==> config.mk <==
export PLATFORM = sky130hd
export DESIGN_NAME = dcc_front
export DESIGN_NICKNAME = d
export VERILOG_FILES = /design/src/dcc_pkg.sv /design/src/dcc_front.sv
export SDC_FILE = /design/constraint.sdc
export NUM_CORES = 1
export LEC_CHECK = 0
export ABC_CLOCK_PERIOD_IN_PS = 3200
export BUFFER_PORTS_ARGS = -buffer_cell sky130_fd_sc_hd__buf_2
export CELL_PAD_IN_SITES_DETAIL_PLACEMENT = 0
export CELL_PAD_IN_SITES_GLOBAL_PLACEMENT = 1
export CORE_MARGIN = 2
export CORE_UTILIZATION = 31
export DETAILED_ROUTE_END_ITERATION = 10
export PLACE_DENSITY = 0.83
export SYNTH_ARGS = -nofsm -noshare
export SYNTH_HDL_FRONTEND = slang
export SYNTH_SLANG_ARGS = --single-unit
==> constraint.sdc <==
create_clock -name clk -period 3.2 [get_ports clk]
set_input_delay 0.64 -clock clk [delete_from_list [all_inputs] [get_ports clk]]
set_output_delay 0.64 -clock clk [all_outputs]
set_load 0.01 [all_outputs]
==> src/dcc_pkg.sv <==
// ----------------------------------------------------------------------------
// dcc_pkg: shared types and constants of the directory coherence controller
// Holds the directory state codes, command and message codes, the back end
// sequencer states and the queue status bundle.
// ----------------------------------------------------------------------------
package dcc_pkg;

  // Request commands.
  localparam logic CMD_READ  = 1'b0;
  localparam logic CMD_WRITE = 1'b1;

  // Message kinds.
  localparam logic MSG_FETCH = 1'b0;
  localparam logic MSG_INVAL = 1'b1;

  // At most this many messages leave for one request.
  localparam int MAX_MSGS = 4;
  localparam int CNT_W    = $clog2(MAX_MSGS);
  localparam logic [CNT_W-1:0] LAST_SLOT = CNT_W'(MAX_MSGS - 1);

  // Directory line state as stored in the entry.
  typedef enum logic [1:0] {
    DS_INVALID = 2'd0,
    DS_SHARED  = 2'd1,
    DS_EXCL    = 2'd2
  } dir_state_t;

  // Back end sequencer.
  typedef enum logic [3:0] {
    S_CLEAR = 4'b0001,
    S_IDLE  = 4'b0010,
    S_PLAN  = 4'b0100,
    S_EMIT  = 4'b1000
  } back_state_t;

  // Status of the request queue.
  typedef struct packed {
    logic full;
    logic empty;
  } fifo_stat_t;

endpackage

==> src/dcc_front.sv <==
// ----------------------------------------------------------------------------
// dcc_front: request intake
// Registers each incoming request, checks that home node and requester are
// real nodes, drops requests that are not, and hands the rest to the queue.
// ----------------------------------------------------------------------------
module dcc_front #(
  parameter int NODES     = 4,
  parameter int ADDR_BITS = 10,
  parameter int REQ_W     = ADDR_BITS + 5
) (
  input  logic                   clk,
  input  logic                   rst_n,
  input  logic                   in_valid,
  output logic                   in_stall,
  input  logic                   in_command,
  input  logic [ADDR_BITS-1:0]   in_line_addr,
  input  logic [1:0]             in_home_node,
  input  logic [1:0]             in_requester,
  input  logic                   clr_busy,
  input  dcc_pkg::fifo_stat_t    fifo_stat,
  output logic                   push,
  output logic [REQ_W-1:0]       push_data
);
  import dcc_pkg::*;

  logic             front_v_r, front_v_nxt;
  logic             front_ok_r;
  logic [REQ_W-1:0] front_data_r;
  logic             drain;
  logic             accept;
  logic             in_range;

  assign in_range = (int'(in_home_node) < NODES) && (int'(in_requester) < NODES);

  // An out of range request leaves the stage without reaching the queue.
  assign drain    = front_v_r && (!front_ok_r || !fifo_stat.full);
  assign push     = front_v_r && front_ok_r && !fifo_stat.full;
  assign in_stall = clr_busy || (front_v_r && !drain);
  assign accept   = in_valid && !in_stall;

  assign push_data = front_data_r;

  always_comb begin
    front_v_nxt = front_v_r;
    if (accept) begin
      front_v_nxt = 1'b1;
    end else if (drain) begin
      front_v_nxt = 1'b0;
    end
  end

  always_ff @(posedge clk) begin
    if (!rst_n) begin
      front_v_r <= 1'b0;
    end else begin
      front_v_r <= front_v_nxt;
    end
  end

  always_ff @(posedge clk) begin
    if (accept) begin
      front_ok_r   <= in_range;
      front_data_r <= {in_command, in_line_addr, in_home_node, in_requester};
    end
  end

endmodule

==> reports/metrics.yaml <==
outcome: "finished, final reports clean"
cts_made_buffers: 3
fin_area_um2: 760.7
skew_ps: 2.443
min_path_type: "flip-flop to flip-flop"
max_freq_mhz: 595.7
num_vias: 332
cts_sinks: 16
relSlewSlack_pct: 87.44
netlist.area_leader.share_pct: 87.17
path_class: "input port to output port"
nets: 85
async_reset_ff_share_pct: 0
ys_ff_latch: 16
avgSynthCellArea_um2: 23.49
remaining_drc_errors: 0
die-area_um2: 2009
crit_path_start_kind: "input port"
crit_path_max_fanout: 3
slowest_delay_ps: 130
hold_buffers: 0
layout-drive-gt1-share_pct: 68.25
yosys_warnings: 0
final.min_clock_period_ps: 1679
cp_common_cell: "buf_2"
critical-path-top-delay-family: "buffers and inverters"
via_per_inst: 4.203
grt_pass1_wl_um: 1414
period_share_pct: 52.46
io_pins: 38
power.density_nw_per_um2: 528.4
post-place-cells: 75
tightestPinTransition_ps: 188.5
wl_met3_um: 102
post_cts_buffers: 0
clk_latency_ps: 270
n_antenna_cell: 0
final_util_pct: 49.35
die_x_um: 44.83
rows: 14
path_clk_slew_ps: 80
drtAntennaViolNets: 0
syn_to_final_growth_pct: 47.22
yosys-top-cells-area: "edfxtp_1 (87%), dfxtp_1 (3.9%), nand2b_4 (2.7%)"
grt_pass1_vias: 308
cts_tree: "done"
first_pass_iters: 4
path_cells: "buf_2 -> nand2_1 -> nand2b_1 -> buf_2"
antenna_found_initial: 0
synth_most_common_cell: "edfxtp_1"
final_cells: 79
r2r-start: "front_v_r"
overflow: 0
peakVddDrop_mv: 0.1765
wl_met2_um: 511
drt_wl_total_um: 1003
hp-start: "front_v_r"
cp-end-kind: "output port"
reg2reg_slack_ps: 2210
crit_slowest_cell: "buf_2"
ys_seq_area_share_pct: 91.04
synth_top_flop_cell: "edfxtp_1"
r2r_end: "push_data[7]"
place_area_um2: 724.4
fin_hold_ws_ps: 519.6
required_ps: 2560
met1_length_um: 388
synth_cell_types: 8
worstHoldEndpoint: "front_v_r"
syn_area_um2: 516.7
die_h_um: 44.83
start_util_pct: 33.52
ctsResizeCount: 0
p_leak_nw: 0.3375
cts-root-buf: "clkbuf_4"
drv_cap: 0
holdPathStages: 2
finalMaxSlewViolations: 0
cp_num_buf_inv: 2
rsz0062_at_grt: "no"
syn_nets: 43
syn-instance-count: 22
track_usage_pct: 11.27
htree_levels: 1
rr_worst_depth: 2
portBuffers: 36
grt_max_degree: 16
finalPower_mw: 0.4020
cts_buffer_depth: 2
yosysTopAreaCell: "edfxtp_1"
avgRoutedWirePerCell_um: 12.70
fin_tns_setup_ps: 0
dr.max_layer_used: "met3"
gp_routability_congestion: 0.6776
dp_slack_ps: 1521
drt_iter0_drc: 7
finalWorstSetupSlack_ps: 1521
core_um2: 1541
synth_edf_count: 15
cp.arrival_ps: 1040
final-hold-violation-count: 0
finalSetupViolCount: 0
==> kinds of logic (layout without fill, tap and decap cells) <==
kind of cell | count (synthesis) | after routing | synth area share (%)
compound gates | 2 | 2 | 3.147
buf+inv | 0 | 41 | 0
flops | 16 | 16 | 91.04
simple gates | 4 | 4 | 5.811
==> placed cells by master (no fill, tap or decap) <==
cell type	synthesis	routed
clkbuf_8	0	1
clkbuf_4	0	3
nand2b_1	1	1
nor2b_1	1	1
a21boi_2	1	1
buf_4	0	1
edfxtp_1	15	15
buf_2	0	36
dfxtp_1	1	1
nand2b_4	1	1
a21oi_1	1	1
nand2_1	1	1
==> per-layer routing <==
| metal | vias to the layer above | global-route usage (%) |
|---|---|---|
| met5 | - | 0 |
| met4 | 0 | 7.059 |
| met3 | 0 | 6.000 |
| met2 | 22 | 17.39 |
| met1 | 143 | 12.11 |
| li1 | 167 | - |
==> registers in the layout, summed over array words and instances (netlist names) <==
| name | flops |
|---|---|
| front_v_r | 1 |
| push_data | 15 |
==> how the worst max path moves through the flow <==
stage / from / end / slack (ps) / depth (start not counted)
after global routing: fifo_stat[1] / in_stall / 1490 / 4
after floorplan: clr_busy / push_data[0] / 1260 / 2
after CTS: fifo_stat[1] / in_stall / 1520 / 4
final: fifo_stat[1] / in_stall / 1520 / 4
after global placement: fifo_stat[1] / in_stall / 1530 / 4
after detailed placement: fifo_stat[1] / in_stall / 1520 / 4
==> power breakdown <==
part	switching (mW)	internal [mW]
registers	0.00232	0.239
logic	0.0167	0.0172
clock network	0.0575	0.0691
total	0.0765	0.325
==> worst reg2reg max path: stages (launching register included) <==
cell     delay [ps]
dfxtp_1         330
a21oi_1         120
buf_4           240
==> area by class of cell <==
type	instances	area (µm²)
clock buffer	4	36.28
fill	133	780.7
sequential	16	470.5
timing repair buffer	37	187.7
tap	16	20.02
multi-input combinational	6	46.29
Note: power is estimated with default switching activity, not from simulation.
