[config.mk]
export PLATFORM = sky130hd
export DESIGN_NAME = dcc_fifo
export DESIGN_NICKNAME = d
export VERILOG_FILES = /design/src/dcc_pkg.sv /design/src/dcc_fifo.sv
export SDC_FILE = /design/constraint.sdc
export NUM_CORES = 1
export LEC_CHECK = 0
export ABC_AREA = 1
export BUFFER_PORTS_ARGS = -buffer_cell sky130_fd_sc_hd__buf_2
export CORE_ASPECT_RATIO = 1.5
export CORE_MARGIN = 2
export CORE_UTILIZATION = 48
export CTS_BUF_LIST = sky130_fd_sc_hd__clkbuf_4 sky130_fd_sc_hd__clkbuf_8
export DETAILED_ROUTE_END_ITERATION = 8
export GPL_TIMING_DRIVEN = 0
export PLACE_DENSITY_LB_ADDON = 0.25
export SETUP_SLACK_MARGIN = 0.05
export SLEW_MARGIN = 40
export SYNTH_ARGS = -nofsm -noshare
export SYNTH_HDL_FRONTEND = slang
export SYNTH_SLANG_ARGS = --single-unit
[constraint.sdc]
create_clock -name clk -period 1.3 [get_ports clk]
set_input_delay 0.065 -clock clk [delete_from_list [all_inputs] [get_ports clk]]
set_output_delay 0.065 -clock clk [all_outputs]
set_load 0.005 [all_outputs]
[src/dcc_pkg.sv]
// ----------------------------------------------------------------------------
// dcc_pkg: shared types and constants of the directory coherence controller
// Holds the directory state codes, command and message codes, the back end
// sequencer states and the queue status bundle.
// ----------------------------------------------------------------------------
package dcc_pkg;

  // Request commands.
  localparam logic CMD_READ  = 1'b0;
  localparam logic CMD_WRITE = 1'b1;

  // Message kinds.
  localparam logic MSG_FETCH = 1'b0;
  localparam logic MSG_INVAL = 1'b1;

  // At most this many messages leave for one request.
  localparam int MAX_MSGS = 4;
  localparam int CNT_W    = $clog2(MAX_MSGS);
  localparam logic [CNT_W-1:0] LAST_SLOT = CNT_W'(MAX_MSGS - 1);

  // Directory line state as stored in the entry.
  typedef enum logic [1:0] {
    DS_INVALID = 2'd0,
    DS_SHARED  = 2'd1,
    DS_EXCL    = 2'd2
  } dir_state_t;

  // Back end sequencer.
  typedef enum logic [3:0] {
    S_CLEAR = 4'b0001,
    S_IDLE  = 4'b0010,
    S_PLAN  = 4'b0100,
    S_EMIT  = 4'b1000
  } back_state_t;

  // Status of the request queue.
  typedef struct packed {
    logic full;
    logic empty;
  } fifo_stat_t;

endpackage

[src/dcc_fifo.sv]
// ----------------------------------------------------------------------------
// dcc_fifo: request queue
// Short first-in first-out queue between the intake and the directory
// sequencer, so that either side can stall without holding up the other.
// ----------------------------------------------------------------------------
module dcc_fifo #(
  parameter int WIDTH = 15,
  parameter int DEPTH = 2
) (
  input  logic                clk,
  input  logic                rst_n,
  input  logic                push,
  input  logic [WIDTH-1:0]    push_data,
  input  logic                pop,
  output logic [WIDTH-1:0]    pop_data,
  output dcc_pkg::fifo_stat_t stat
);
  import dcc_pkg::*;

  localparam int PTR_W = (DEPTH > 1) ? $clog2(DEPTH) : 1;

  logic [WIDTH-1:0] slot_r [DEPTH];
  logic [PTR_W-1:0] wr_ptr_r, wr_ptr_nxt;
  logic [PTR_W-1:0] rd_ptr_r, rd_ptr_nxt;
  logic [PTR_W:0]   count_r, count_nxt;

  assign stat.full  = (count_r == (PTR_W + 1)'(DEPTH));
  assign stat.empty = (count_r == '0);
  assign pop_data   = slot_r[rd_ptr_r];

  always_comb begin
    wr_ptr_nxt = wr_ptr_r;
    rd_ptr_nxt = rd_ptr_r;
    count_nxt  = count_r;
    if (push) begin
      wr_ptr_nxt = (wr_ptr_r == PTR_W'(DEPTH - 1)) ? '0 : wr_ptr_r + 1'b1;
    end
    if (pop) begin
      rd_ptr_nxt = (rd_ptr_r == PTR_W'(DEPTH - 1)) ? '0 : rd_ptr_r + 1'b1;
    end
    if (push && !pop) begin
      count_nxt = count_r + 1'b1;
    end else if (pop && !push) begin
      count_nxt = count_r - 1'b1;
    end
  end

  always_ff @(posedge clk) begin
    if (!rst_n) begin
      wr_ptr_r <= '0;
      rd_ptr_r <= '0;
      count_r  <= '0;
    end else begin
      wr_ptr_r <= wr_ptr_nxt;
      rd_ptr_r <= rd_ptr_nxt;
      count_r  <= count_nxt;
    end
  end

  always_ff @(posedge clk) begin
    if (push) begin
      slot_r[wr_ptr_r] <= push_data;
    end
  end

endmodule

==> qor.txt <==
Initial Utilization -> 0.505
Compound-Gate Fraction of Synth Area -> 0.00733
final clock skew -> 5.51 ps
Seq cells post-synth -> 35
H-tree depth -> 2
Worst Tran Pin Value -> 453 ps
TritonCTS clock tree -> built
final setup fails -> 2
HPWL after detailed placement -> 1630 um
syn avg cell area -> 16.7 um^2
worst skew pair latency -> 280 ps
switching pwr -> 0.000507 W
minimum clock period -> 1310 ps
I/O pins -> 36
minimum setup slack among reg-to-reg paths -> 150 ps
status -> finished, violations left
power share of the combinational group -> 0.139
Netlist cell types -> 14
vias in the first global route -> 908
Placer Congestion -> 0.606
Placed Cells -> 154
Via density -> 4.70
Post-DRT Antenna Nets -> 0
final WL -> 2390 um
simple-gate share of the synthesized area -> 0.0549
crit path kind -> reg2out
max-slew violations -> 0
NumNets Final -> 160
sequential share of power -> 0.537
hold worst-path end -> wr_ptr_r$_SDFFE_PN0P_
Pwr Total -> 0.00245 W
initial antenna violation count -> 0
critical path endpoint category -> primary output
layout cell share with drive strength beyond 1 -> 0.454
Post-Syn Area -> 1370 um^2
largest family of logic cells by synthesized area -> multiplexers
failing checks -> setup timing
RSZ-0062 raised after global routing -> true
max-cap violations -> 0
cell depth of the worst flop-to-flop path -> 2
Num CTS Buffers -> 5
wire per inst -> 13.4 um
Clock power frac -> 0.324
area delta synth->final -> 40.8%
placed cell area -> 1590 um^2
Fmax -> 766 MHz
Antenna Cells -> 0
Max transition margin -> 0.698
Die ar. -> 3300 um^2
GRT Residual Overflow -> 0
most frequent cells in the layout -> edfxtp_1 (30), buf_2 (24), dlygate4sd3_1 (15)
Synth warnings -> 0
reg2reg start -> wr_ptr_r$_SDFFE_PN0P_
register area share after synthesis -> 0.733
fill count -> 206
drt pass-1 iters -> 4
Final Hold Vio Count -> 0
hold_sp -> rst_n
Sw Share -> 0.207
Min-Delay Path Depth -> 3
post-synthesis cell count -> 82
first-pass GRT wire length -> 3640 um
deepest clock path buffer count -> 2
die width -> 47.6 um
Initial DRC Count -> 21
Final Non-Filler Cells -> 178
Startpoint Class -> flip-flop
Max FO, Critical Path -> 10
I/O Buffers -> 35
Worst EP arrival -> 1240 ps
final instance area -> 1920 um^2
Syn Nets -> 102
setup ws final -> -5.47 ps
area leader, netlist -> edfxtp_1
FF-to-FF End -> slot_r[1][5]$_DFFE_PP_
worst hold-check path type -> in2reg
top post-synthesis cells by area -> edfxtp_1 (66%), mux2_4 (11%), dfxtp_1 (7.3%)
Vert. Die Dim -> 69.3 um
period utilization -> 1.00
Hold WS -> 49.5 ps
largest net degree at the start of global routing -> 16
multiplexer share of the synthesized area -> 0.151
Pint -> 0.00195 W
adder and majority gate portion of the synthesized area -> 0.00916
Data required, critical path -> 1240 ps
PwrDens -> 1270 nW/um^2
Total GRT Usage -> 0.167
leakage -> 0.802 nW
Worst-path clk slew -> 60 ps
Sink Count -> 35
Clock Root Buffer -> clkbuf_8
share of the synthesized area in the top cell type -> 0.659
number of core rows -> 23
DRC violations left -> 0
most common cell after layout, fill and taps aside -> edfxtp_1
Worst VDD drop -> 0.00104 V
xor-xnor portion of the synthesized cell area -> 0
core outline area -> 2710 um^2
total number of vias -> 836
-- metal layers --
layer / global-route usage / part of all wire / vias to the layer above / wire, um
met2: 0.309 / 0.61 / 25 / 1460
met1: 0.120 / 0.32 / 400 / 755
met4: 0.108 / 0.029 / 0 / 70
li1: - / - / 406 / -
met5: 0 / 0 / - / 0
met3: 0.0599 / 0.043 / 5 / 103
-- final cells by class --
class / count / area, um^2 / share of cell area
Timing Repair Buffer: 52 / 409 / 0.213
Clock buffer: 7 / 90.1 / 0.0468
Multi-Input combinational cell: 37 / 315 / 0.164
Sequential cell: 35 / 1000 / 0.522
Buffer: 1 / 20.0 / 0.0104
Tap cell: 37 / 46.3 / 0.0241
Inverter: 8 / 33.8 / 0.0176
Clock inverter: 1 / 5.00 / 0.00260
-- stage by stage --
stage          setup WS [ps]  utilization  setup TNS [ps]
2_1_floorplan            172            -               0
3_3_place_gp           -11.0        0.588            -162
3_5_place_dp           -31.9        0.588            -473
4_1_cts                -70.6        0.697            -770
5_1_grt                -55.5        0.711            -574
6_report               -5.47        0.711           -5.49
-- Yosys cell counts --
cell type	number
buf_6	1
a21oi_1	1
nand4_1	1
nand2_1	8
dfxtp_1	5
buf_12	1
edfxtp_1	30
mux2_2	5
o21ai_0	1
mux2_4	10
nor2_1	9
nand3_1	1
ha_1	1
inv_1	8
-- power groups by stage --
stage | logic [W] | clock network [W] | registers [W]
6_report | 0.000341 | 0.000794 | 0.00132
5_1_grt | 0.000373 | 0.000867 | 0.00132
4_1_cts | 0.000325 | 0.000814 | 0.00131
3_5_place_dp | 0.000265 | 0 | 0.00134
3_3_place_gp | 0.000252 | 0 | 0.00133
2_1_floorplan | 0.000159 | 0 | 0.00133
-- logic make-up (layout without fill, tap and decap cells) --
group / count (synthesis) / count (layout)
multiplexers: 15 / 15
adder cells (fa/ha/maj): 1 / 1
AND/OR/NAND/NOR: 19 / 19
AO/OA/AOI/OAI: 2 / 2
buffers and inverters: 10 / 69
flip-flops: 35 / 35
-- state kept, by name, indices dropped and copies added, names as in the netlist, named ones only --
signal	count
count_r	2
rd_ptr_r	1
slot_r	30
wr_ptr_r	1
-- repair_timing --
item / 4_1_cts / 5_1_grt
endpoints found under the setup margin: 45 / 15
pin swaps: 0 / 0
gates cloned: 0 / 0
resized for setup: 7 / 9
hold endpoints to repair: 30 / 0
hold buffers: 15 / 0
buffers inserted: 2 / 0
-- critical path, cell delays in order, from the launching register on --
cell	delay, ps
dfxtp_4	380
buf_12	150
mux2_4	310
buf_6	120
-- how the worst max path moves through the flow --
stage                                      from                endpoint  cells past startpoint
after floorplan           wr_ptr_r$_SDFFE_PN0P_  slot_r[0][0]$_DFFE_PP_                      1
after global placement    wr_ptr_r$_SDFFE_PN0P_  slot_r[0][5]$_DFFE_PP_                      1
after detailed placement  wr_ptr_r$_SDFFE_PN0P_  slot_r[0][5]$_DFFE_PP_                      1
after CTS                             flip-flop             pop_data[6]                      4
after global routing                  flip-flop             pop_data[6]                      3
final                                 flip-flop             pop_data[6]                      3
No activity file was read; power rests on OpenSTA's default activity.
